**src/rtl/core/itrd_pkg.sv**
```systemverilog
package itrd_pkg;

    localparam int VALUE_BITS = 32;
    localparam int MAX_RADIX  = 16;
    localparam int DIGIT_W    = $clog2(MAX_RADIX);
    localparam int RADIX_W    = DIGIT_W + 1;
    localparam int CNT_W      = $clog2(VALUE_BITS + 1);
    localparam int IDX_W      = $clog2(VALUE_BITS);
    localparam int STEP_BITS  = 8;
    localparam int DIV_STEPS  = (VALUE_BITS + STEP_BITS - 1) / STEP_BITS;
    localparam int DIV_W      = DIV_STEPS * STEP_BITS;
    localparam int STEP_CNT_W = (DIV_STEPS > 1) ? $clog2(DIV_STEPS) : 1;
    localparam int CHAR_W     = 8;
    localparam int TABLE_W    = 16 * CHAR_W;
    localparam int CFG_W      = 64;
    localparam int PADDR_W    = 5;
    localparam int BASE_W     = 5;

    localparam logic [CHAR_W-1:0] MINUS_CHAR = 8'h2D;
    localparam logic [BASE_W-1:0] BASE_RESET = 5'd10;

    typedef enum logic [PADDR_W-4:0] {
        REG_BASE_SIZE,
        REG_CHARS_LOW,
        REG_CHARS_HIGH
    } reg_idx_t;

    typedef enum logic [2:0] {
        ST_IDLE,
        ST_DIV,
        ST_FETCH,
        ST_SIGN,
        ST_EMIT
    } state_t;

    typedef struct packed {
        logic                  busy;
        logic                  done;
        logic [DIGIT_W-1:0]    rem;
        logic [VALUE_BITS-1:0] quo;
    } div_res_t;

    function automatic logic [RADIX_W-1:0] radix_of(input logic [BASE_W-1:0] b);
        logic [RADIX_W-1:0] r;
        if (b < BASE_W'(2))
            r = RADIX_W'(2);
        else if (b > BASE_W'(MAX_RADIX))
            r = RADIX_W'(MAX_RADIX);
        else
            r = b[RADIX_W-1:0];
        return r;
    endfunction

endpackage

```
**src/rtl/core/itrd_ram.sv**
```systemverilog
module itrd_ram #(
    parameter int WIDTH = 4,
    parameter int DEPTH = 32
) (
    input  logic                     clk,
    input  logic                     we,
    input  logic [$clog2(DEPTH)-1:0] waddr,
    input  logic [WIDTH-1:0]         wdata,
    input  logic [$clog2(DEPTH)-1:0] raddr,
    output logic [WIDTH-1:0]         rdata
);

    logic [WIDTH-1:0] mem [DEPTH];

    always_ff @(posedge clk)
    begin
        if (we)
        begin
            mem[waddr] <= wdata;
        end
        rdata <= mem[raddr];
    end

endmodule

```
**src/rtl/core/itrd_div.sv**
```systemverilog
module itrd_div (
    input  logic                               clk,
    input  logic                               rst_n,
    input  logic                               start,
    input  logic [itrd_pkg::VALUE_BITS-1:0]    num,
    input  logic [itrd_pkg::RADIX_W-1:0]       radix,
    output itrd_pkg::div_res_t                 res
);
    import itrd_pkg::*;

    logic [DIV_W-1:0]      q_reg;
    logic [DIV_W-1:0]      q_next;
    logic [DIGIT_W-1:0]    r_reg;
    logic [DIGIT_W-1:0]    r_next;
    logic [STEP_CNT_W-1:0] step_reg;
    logic                  busy_reg;
    logic                  done_reg;

    // eight restoring steps per cycle on the narrow remainder
    always_comb
    begin
        logic [RADIX_W-1:0] r_t;
        q_next = q_reg;
        r_t    = {1'b0, r_reg};
        for (int i = 0; i < STEP_BITS; i++)
        begin
            r_t    = {r_t[DIGIT_W-1:0], q_next[DIV_W-1]};
            q_next = {q_next[DIV_W-2:0], 1'b0};
            if (r_t >= radix)
            begin
                r_t       = r_t - radix;
                q_next[0] = 1'b1;
            end
        end
        r_next = r_t[DIGIT_W-1:0];
    end

    always_ff @(posedge clk or negedge rst_n)
    begin
        if (!rst_n)
        begin
            q_reg    <= '0;
            r_reg    <= '0;
            step_reg <= '0;
            busy_reg <= 1'b0;
            done_reg <= 1'b0;
        end
        else if (start)
        begin
            q_reg    <= DIV_W'(num);
            r_reg    <= '0;
            step_reg <= '0;
            busy_reg <= 1'b1;
            done_reg <= 1'b0;
        end
        else if (busy_reg)
        begin
            q_reg    <= q_next;
            r_reg    <= r_next;
            step_reg <= step_reg + STEP_CNT_W'(1);
            if (step_reg == STEP_CNT_W'(DIV_STEPS - 1))
            begin
                busy_reg <= 1'b0;
                done_reg <= 1'b1;
            end
        end
        else
        begin
            done_reg <= 1'b0;
        end
    end

    assign res.busy = busy_reg;
    assign res.done = done_reg;
    assign res.rem  = r_reg;
    assign res.quo  = q_reg[VALUE_BITS-1:0];

endmodule

```
**src/rtl/core/integer_to_radix_digits_top.sv**
```systemverilog
// Converts one signed 32-bit value per input item into its text in the radix
// set by base_size (clamped to 2..16), one character per output item, most
// significant digit first, with a leading minus sign for negative values and
// last_char set on the final character. Each digit is one division in the
// divider (8 quotient bits per cycle), and its remainder is stored in the
// digit buffer RAM; then comes a fetch state, and the sign and digits leave
// at one per cycle, unless held by out_stall, from the buffer read port. The
// next item is taken once the last character is loaded into the output
// register.
module integer_to_radix_digits_top (
    input  logic                               clk,
    input  logic                               rst_n,
    input  logic                               psel,
    input  logic                               penable,
    input  logic                               pwrite,
    input  logic [itrd_pkg::PADDR_W-1:0]       paddr,
    input  logic [itrd_pkg::CFG_W-1:0]         pwdata,
    output logic [itrd_pkg::CFG_W-1:0]         prdata,
    output logic                               pready,
    input  logic                               in_valid,
    output logic                               in_stall,
    input  logic signed [itrd_pkg::VALUE_BITS-1:0] value,
    output logic                               out_valid,
    input  logic                               out_stall,
    output logic [itrd_pkg::CHAR_W-1:0]        out_char,
    output logic                               last_char
);
    import itrd_pkg::*;

    logic [BASE_W-1:0]     base_size_reg;
    logic [CFG_W-1:0]      chars_low_reg;
    logic [CFG_W-1:0]      chars_high_reg;
    reg_idx_t              reg_idx;
    logic                  cfg_we;

    state_t                state_reg;
    state_t                state_next;
    logic [CNT_W-1:0]      count_reg;
    logic [CNT_W-1:0]      count_next;
    logic [IDX_W-1:0]      rd_idx_reg;
    logic [IDX_W-1:0]      rd_idx_next;
    logic                  neg_reg;
    logic                  neg_next;
    logic [VALUE_BITS-1:0] magnitude_reg;
    logic [VALUE_BITS-1:0] magnitude_next;

    logic [VALUE_BITS-1:0] value_u;
    logic [VALUE_BITS-1:0] mag_in;
    logic                  div_start;
    logic [VALUE_BITS-1:0] div_num;
    div_res_t              div_res;
    logic [RADIX_W-1:0]    radix;

    logic                  ram_we;
    logic [DIGIT_W-1:0]    rd_data;
    logic [TABLE_W-1:0]    char_table;
    logic [CHAR_W-1:0]     symbol;

    logic                  out_free;
    logic                  load_out;
    logic [CHAR_W-1:0]     load_char;
    logic                  load_last;
    logic                  out_valid_reg;
    logic [CHAR_W-1:0]     out_char_reg;
    logic                  last_char_reg;

    assign pready  = 1'b1;
    assign reg_idx = reg_idx_t'(paddr[PADDR_W-1:3]);
    assign cfg_we  = psel && penable && pwrite && pready;

    always_ff @(posedge clk or negedge rst_n)
    begin
        if (!rst_n)
        begin
            base_size_reg  <= BASE_RESET;
            chars_low_reg  <= '0;
            chars_high_reg <= '0;
        end
        else if (cfg_we)
        begin
            case (reg_idx)
                REG_BASE_SIZE:  base_size_reg  <= pwdata[BASE_W-1:0];
                REG_CHARS_LOW:  chars_low_reg  <= pwdata;
                REG_CHARS_HIGH: chars_high_reg <= pwdata;
                default:        ;
            endcase
        end
    end

    always_comb
    begin
        case (reg_idx)
            REG_BASE_SIZE:  prdata = CFG_W'(base_size_reg);
            REG_CHARS_LOW:  prdata = chars_low_reg;
            REG_CHARS_HIGH: prdata = chars_high_reg;
            default:        prdata = '0;
        endcase
    end

    assign radix      = radix_of(base_size_reg);
    assign value_u    = value;
    assign mag_in     = value_u[VALUE_BITS-1] ? (~value_u + VALUE_BITS'(1)) : value_u;
    assign in_stall   = (state_reg != ST_IDLE);
    assign out_free   = !out_valid_reg || !out_stall;
    assign char_table = {chars_high_reg, chars_low_reg};
    assign symbol     = char_table[{rd_data, 3'b000} +: CHAR_W];
    assign div_num    = (state_reg == ST_IDLE) ? mag_in : div_res.quo;

    itrd_div u_div (
        .clk   (clk),
        .rst_n (rst_n),
        .start (div_start),
        .num   (div_num),
        .radix (radix),
        .res   (div_res)
    );

    itrd_ram #(
        .WIDTH (DIGIT_W),
        .DEPTH (VALUE_BITS)
    ) u_digit_ram (
        .clk   (clk),
        .we    (ram_we),
        .waddr (count_reg[IDX_W-1:0]),
        .wdata (div_res.rem),
        .raddr (rd_idx_next),
        .rdata (rd_data)
    );

    always_comb
    begin
        state_next     = state_reg;
        count_next     = count_reg;
        rd_idx_next    = rd_idx_reg;
        neg_next       = neg_reg;
        magnitude_next = magnitude_reg;
        div_start      = 1'b0;
        ram_we         = 1'b0;
        load_out       = 1'b0;
        load_char      = symbol;
        load_last      = 1'b0;
        case (state_reg)
            ST_IDLE:
            begin
                if (in_valid)
                begin
                    magnitude_next = mag_in;
                    neg_next       = value_u[VALUE_BITS-1];
                    count_next     = '0;
                    div_start      = 1'b1;
                    state_next     = ST_DIV;
                end
            end
            ST_DIV:
            begin
                if (div_res.done)
                begin
                    ram_we     = 1'b1;
                    count_next = count_reg + CNT_W'(1);
                    if (div_res.quo != '0)
                    begin
                        div_start = 1'b1;
                    end
                    else
                    begin
                        rd_idx_next = count_reg[IDX_W-1:0];
                        state_next  = ST_FETCH;
                    end
                end
            end
            ST_FETCH:
            begin
                state_next = neg_reg ? ST_SIGN : ST_EMIT;
            end
            ST_SIGN:
            begin
                if (out_free)
                begin
                    load_out   = 1'b1;
                    load_char  = MINUS_CHAR;
                    state_next = ST_EMIT;
                end
            end
            ST_EMIT:
            begin
                if (out_free)
                begin
                    load_out  = 1'b1;
                    load_last = (rd_idx_reg == '0);
                    if (rd_idx_reg == '0)
                        state_next = ST_IDLE;
                    else
                        rd_idx_next = rd_idx_reg - IDX_W'(1);
                end
            end
            default:
            begin
                state_next = ST_IDLE;
            end
        endcase
    end

    always_ff @(posedge clk or negedge rst_n)
    begin
        if (!rst_n)
        begin
            state_reg     <= ST_IDLE;
            count_reg     <= '0;
            rd_idx_reg    <= '0;
            neg_reg       <= 1'b0;
            magnitude_reg <= '0;
        end
        else
        begin
            state_reg     <= state_next;
            count_reg     <= count_next;
            rd_idx_reg    <= rd_idx_next;
            neg_reg       <= neg_next;
            magnitude_reg <= magnitude_next;
        end
    end

    always_ff @(posedge clk or negedge rst_n)
    begin
        if (!rst_n)
        begin
            out_valid_reg <= 1'b0;
            out_char_reg  <= '0;
            last_char_reg <= 1'b0;
        end
        else if (load_out)
        begin
            out_valid_reg <= 1'b1;
            out_char_reg  <= load_char;
            last_char_reg <= load_last;
        end
        else if (out_valid_reg && !out_stall)
        begin
            out_valid_reg <= 1'b0;
        end
    end

    assign out_valid = out_valid_reg;
    assign out_char  = out_char_reg;
    assign last_char = last_char_reg;

    a_div_only_in_div: assert property (@(posedge clk) disable iff (!rst_n)
        (div_res.busy || div_res.done) |-> (state_reg == ST_DIV))
        else $error("divider active outside digit loop");

    a_count_bound: assert property (@(posedge clk) disable iff (!rst_n)
        count_reg <= CNT_W'(VALUE_BITS))
        else $error("digit count overflow");

    a_emit_in_range: assert property (@(posedge clk) disable iff (!rst_n)
        (state_reg == ST_EMIT) |-> (CNT_W'(rd_idx_reg) < count_reg))
        else $error("read index beyond stored digits");

    a_last_ends_item: assert property (@(posedge clk) disable iff (!rst_n)
        (load_out && load_last) |=> (state_reg == ST_IDLE))
        else $error("last character did not end the item");

    a_magnitude_zero_one_digit: assert property (@(posedge clk) disable iff (!rst_n)
        (state_reg == ST_FETCH && magnitude_reg == '0) |-> (count_reg == CNT_W'(1)))
        else $error("zero must give one digit");

endmodule

```
**config.mk**
```make
export PLATFORM = sky130hd
export DESIGN_NAME = integer_to_radix_digits_top
export DESIGN_NICKNAME = d
export VERILOG_FILES = /design/src/rtl/core/itrd_pkg.sv /design/src/rtl/core/itrd_ram.sv /design/src/rtl/core/itrd_div.sv /design/src/rtl/core/integer_to_radix_digits_top.sv
export SDC_FILE = /design/constraint.sdc
export NUM_CORES = 1
export LEC_CHECK = 0
export BUFFER_PORTS_ARGS = -buffer_cell sky130_fd_sc_hd__clkbuf_2
export CAP_MARGIN = 30
export CELL_PAD_IN_SITES_DETAIL_PLACEMENT = 0
export CELL_PAD_IN_SITES_GLOBAL_PLACEMENT = 1
export CORE_ASPECT_RATIO = 2
export CORE_MARGIN = 2
export CORE_UTILIZATION = 50
export DETAILED_ROUTE_END_ITERATION = 10
export GPL_ROUTABILITY_DRIVEN = 0
export PLACE_DENSITY_LB_ADDON = 0.15
export SETUP_SLACK_MARGIN = 0.2
export SYNTH_ARGS = -nofsm -noshare
export SYNTH_HDL_FRONTEND = slang
export SYNTH_SLANG_ARGS = --single-unit
```
**constraint.sdc**
```tcl
create_clock -name clk -period 31.8 [get_ports clk]
set_input_delay 1.59 -clock clk [delete_from_list [all_inputs] [get_ports clk]]
set_output_delay 1.59 -clock clk [all_outputs]
set_load 0.02 [all_outputs]
```
==> results.txt <==
The instance count of the mapped netlist is 1419. The number of port buffers is 179. The wire-length estimate of the detail-placed layout is 35.27 mm. Row generation in the floorplan step produced 96 rows. The maximum clock insertion buffer count is 3. The via count of the first global-routing pass came to 12627. The tree is rooted in a clkbuf_16. The clock reaches the later pin of the worst-skew pair after 0.56 ns.

The cell area after synthesis came out at 17270 µm². After routing, the total negative slack on setup checks comes to 0 ns. The I/O pin count is 184.

The routed wirelength normalized by instance count came out at 23.92 µm. The final net count came out at 1727. The area of the multi-input gates is 7898 µm².

After the first detailed-routing iteration, the DRC count stood at 633. On the final layout, the worst hold slack is 0.4909 ns. For this design, the CTS-stage hold fixing added 0 buffers.

The residual DRC count came out at 0. The nature of the critical path endpoint is a register. On the worst path, the slowest cell contributes a delay of 0.55 ns.

After synthesis the netlist holds a flip-flop and latch count of 329. The layout-stage area growth over the synthesis result is 13.43%. The clock skew is 0.01120 ns. The critical path is of the reg -> reg type.

The global-route wire length before repair is 73.86 mm. When the netlist entered floorplanning its net count stood at 1582. The initial standard-cell utilization of the core came out at 50.44%. The proportion of layout cells with a drive suffix above 1 came out at 29.07%. The clock period could shrink to 14.26 ns. dfrtp_1 takes more of the synthesized area than any other cell.

The total setup buffers inserted after CTS came out at 0. In this run the number of H-tree levels came out at 1. The number of buffers created by CTS came out at 29. The final routed wirelength across all metal layers is 48.62 mm. The final worst-path cycle share is 44.85%. The critical path depth came out at 60. The share of Yosys cell area claimed by the top area cell type is 28.26%. The layout filler cell count is 2986. The number of hold-slack violations in the final timing report is 0. The worst min-delay path class is reg -> reg. The overflow left after global routing is 0.

The die is 135.4 µm wide. The highest clock rate came out at 0.07011 GHz. The number of clock sinks is 329. The chip height came out at 266.8 µm. Entering global routing, the biggest net connects 73 pins. The slew at the pin with the worst max-slew slack came out at 0.9444 ns. The number of flip-flops under the largest register name came out at 128. For this run, asynchronously set or reset flops after synthesis account for 59.88%. TritonCTS built the clock tree. The max-capacitance violation count came out at 0. The length in cells of the worst reg-to-reg path is 60. The first detailed-routing pass ran for 5 iterations. Together, buffers and inverters on the worst path number 7. Gates resized during post-CTS repair numbered 0. The area enclosed by the die boundary came out at 36130 µm². The worst hold path passes through 2 cells.

The number of routed nets with antenna violations came out at 0. In the layout the commonest cells are dfrtp_1 (195), clkbuf_2 (178), mux2_2 (144). Setup repair after global routing left no endpoint under its margin. The post-place instance area is 18530 µm².

The number of synthesized flops with an enable pin is 128. The most used cell along the critical path is a21o_1. The number of antenna violations at the first check in global routing is 5. Using the TritonRoute via totals, the vias-per-cell ratio works out to 5.958.

The core occupancy in the finished layout is 57.21%. In the post-synthesis netlist, the biggest area contributors are dfrtp_1 (28%), edfxtp_1 (22%), mux2_2 (9.4%). The netlist uses 74 different library cells. During synthesis, Yosys emitted a total of 0 warnings. The largest individual stage delay along the critical path comes from the cell a21oi_1. Global routing consumed, over all layers together, 27.28% of the routing resources. The kind of cell with the highest combined delay along the critical path is compound AO/OA/AOI/OAI gates. The arrival time at the worst endpoint is 14.72 ns.

After clock tree synthesis, the clock-pin slew on the worst setup and hold paths is 0.07 ns. The finished cells cover 19590 µm². After synthesis, the mean cell area works out to 12.17 µm². Setup violations remaining at the end of the flow were counted as 0. Among all flip-flop cells after synthesis, the most frequent one is dfrtp_1. In this run the worst path has a maximum fanout of 12.

The run finished with clean final reports. The vias after detailed routing is 12106. The leading cell type in the layout, fill and taps excluded is dfrtp_1. The required time of the worst setup path is 32.26 ns.

The number of pins with negative max-slew slack in the final report is 0. The portion of the post-synthesis area used by sequential elements came out at 51.29%. The core area is 34230 µm². Across the whole layout, storage elements account for 8857 µm². The critical path launch point type is a register. The worst relative slew slack is 37.04%.
per-layer routing:
layer	up-vias	global-route usage [%]	wire length, µm
li1	5577	-	-
met1	6174	28.17	16440
met2	260	52.57	27820
met3	95	2.393	1421
met4	0	15.65	2935
met5	-	0	0
cells in the mapped netlist, types with 4 or more instances:
master,number
and4_1,4
a22o_1,60
a31oi_1,8
nor2_1,89
and3_1,4
nand2b_1,11
or3_1,5
buf_1,9
nor4_1,12
xor2_1,33
a21o_1,28
nand3b_1,4
inv_1,46
o41ai_1,5
or2_2,5
ha_1,47
mux2_2,144
o21ai_0,60
nand3_1,15
edfxtp_1,128
nor2b_1,7
a21oi_1,62
mux2i_1,58
nor3_1,7
xnor2_1,16
fa_1,8
a22oi_1,27
clkbuf_1,50
a211oi_1,4
nand2_1,116
nand4_1,12
buf_2,19
mux4_2,41
o31ai_1,11
o22a_1,4
dfxtp_1,4
dfrtp_1,195
kinds of logic after synthesis:
group                      after synthesis  share of synthesized area, %
muxes                                  244                         18.19
DFF                                    329                         51.29
adders and majority gates               55                         4.333
other                                    1                       0.02172
buffers and inverters                  131                         3.246
and+or+nand+nor                        309                         8.398
AOI/OAI and AO/OA                      301                         12.04
xor gates and xnor gates                49                         2.485
layout make-up:
class,count,share of cell area (%)
clock buffer,30,3.776
sequential,329,45.22
timing repair buffer,199,5.794
clock inverter,23,1.118
tap,441,2.817
inverter,46,0.8816
multi-input combinational,959,40.32
antenna,5,0.06389
metrics by stage:
stage | cells | setup slack, ns
3_5_place_dp | 1971 | 17.55
5_1_grt | 2032 | 16.21
3_3_place_gp | 1970 | 17.66
6_report | 2032 | 17.54
2_1_floorplan | 1419 | 18.54
4_1_cts | 2024 | 17.52
worst paths after layout:
kind / from / endpoint / slack (ns)
max in group asynchronous: rst_n / chars_high_reg[60]$_DFFE_PN0P_ / 29.43
max reg2reg: base_size_reg[4]$_DFFE_PN0P_ / u_div.r_reg[2]$_DFFE_PN0P_ / 17.54
max: base_size_reg[4]$_DFFE_PN0P_ / u_div.r_reg[2]$_DFFE_PN0P_ / 17.54
min reg2reg: out_char[7]$_DFFE_PN0P_ / out_char[7]$_DFFE_PN0P_ / 0.49
min in group asynchronous: rst_n / u_div.q_reg[12]$_DFFE_PN0P_ / 0.99
min: out_char[7]$_DFFE_PN0P_ / out_char[7]$_DFFE_PN0P_ / 0.49
worst min-delay path, delay by kind of cell, from the launching register on:
family | cells | cell delay [ns]
compound gates | 1 | 0.06
flops | 1 | 0.35
simple gates | 1 | 0.05
Power is left out: the tool's default activity adds up to more than one toggle a clock period on the data nets, which glitch-free logic cannot reach.
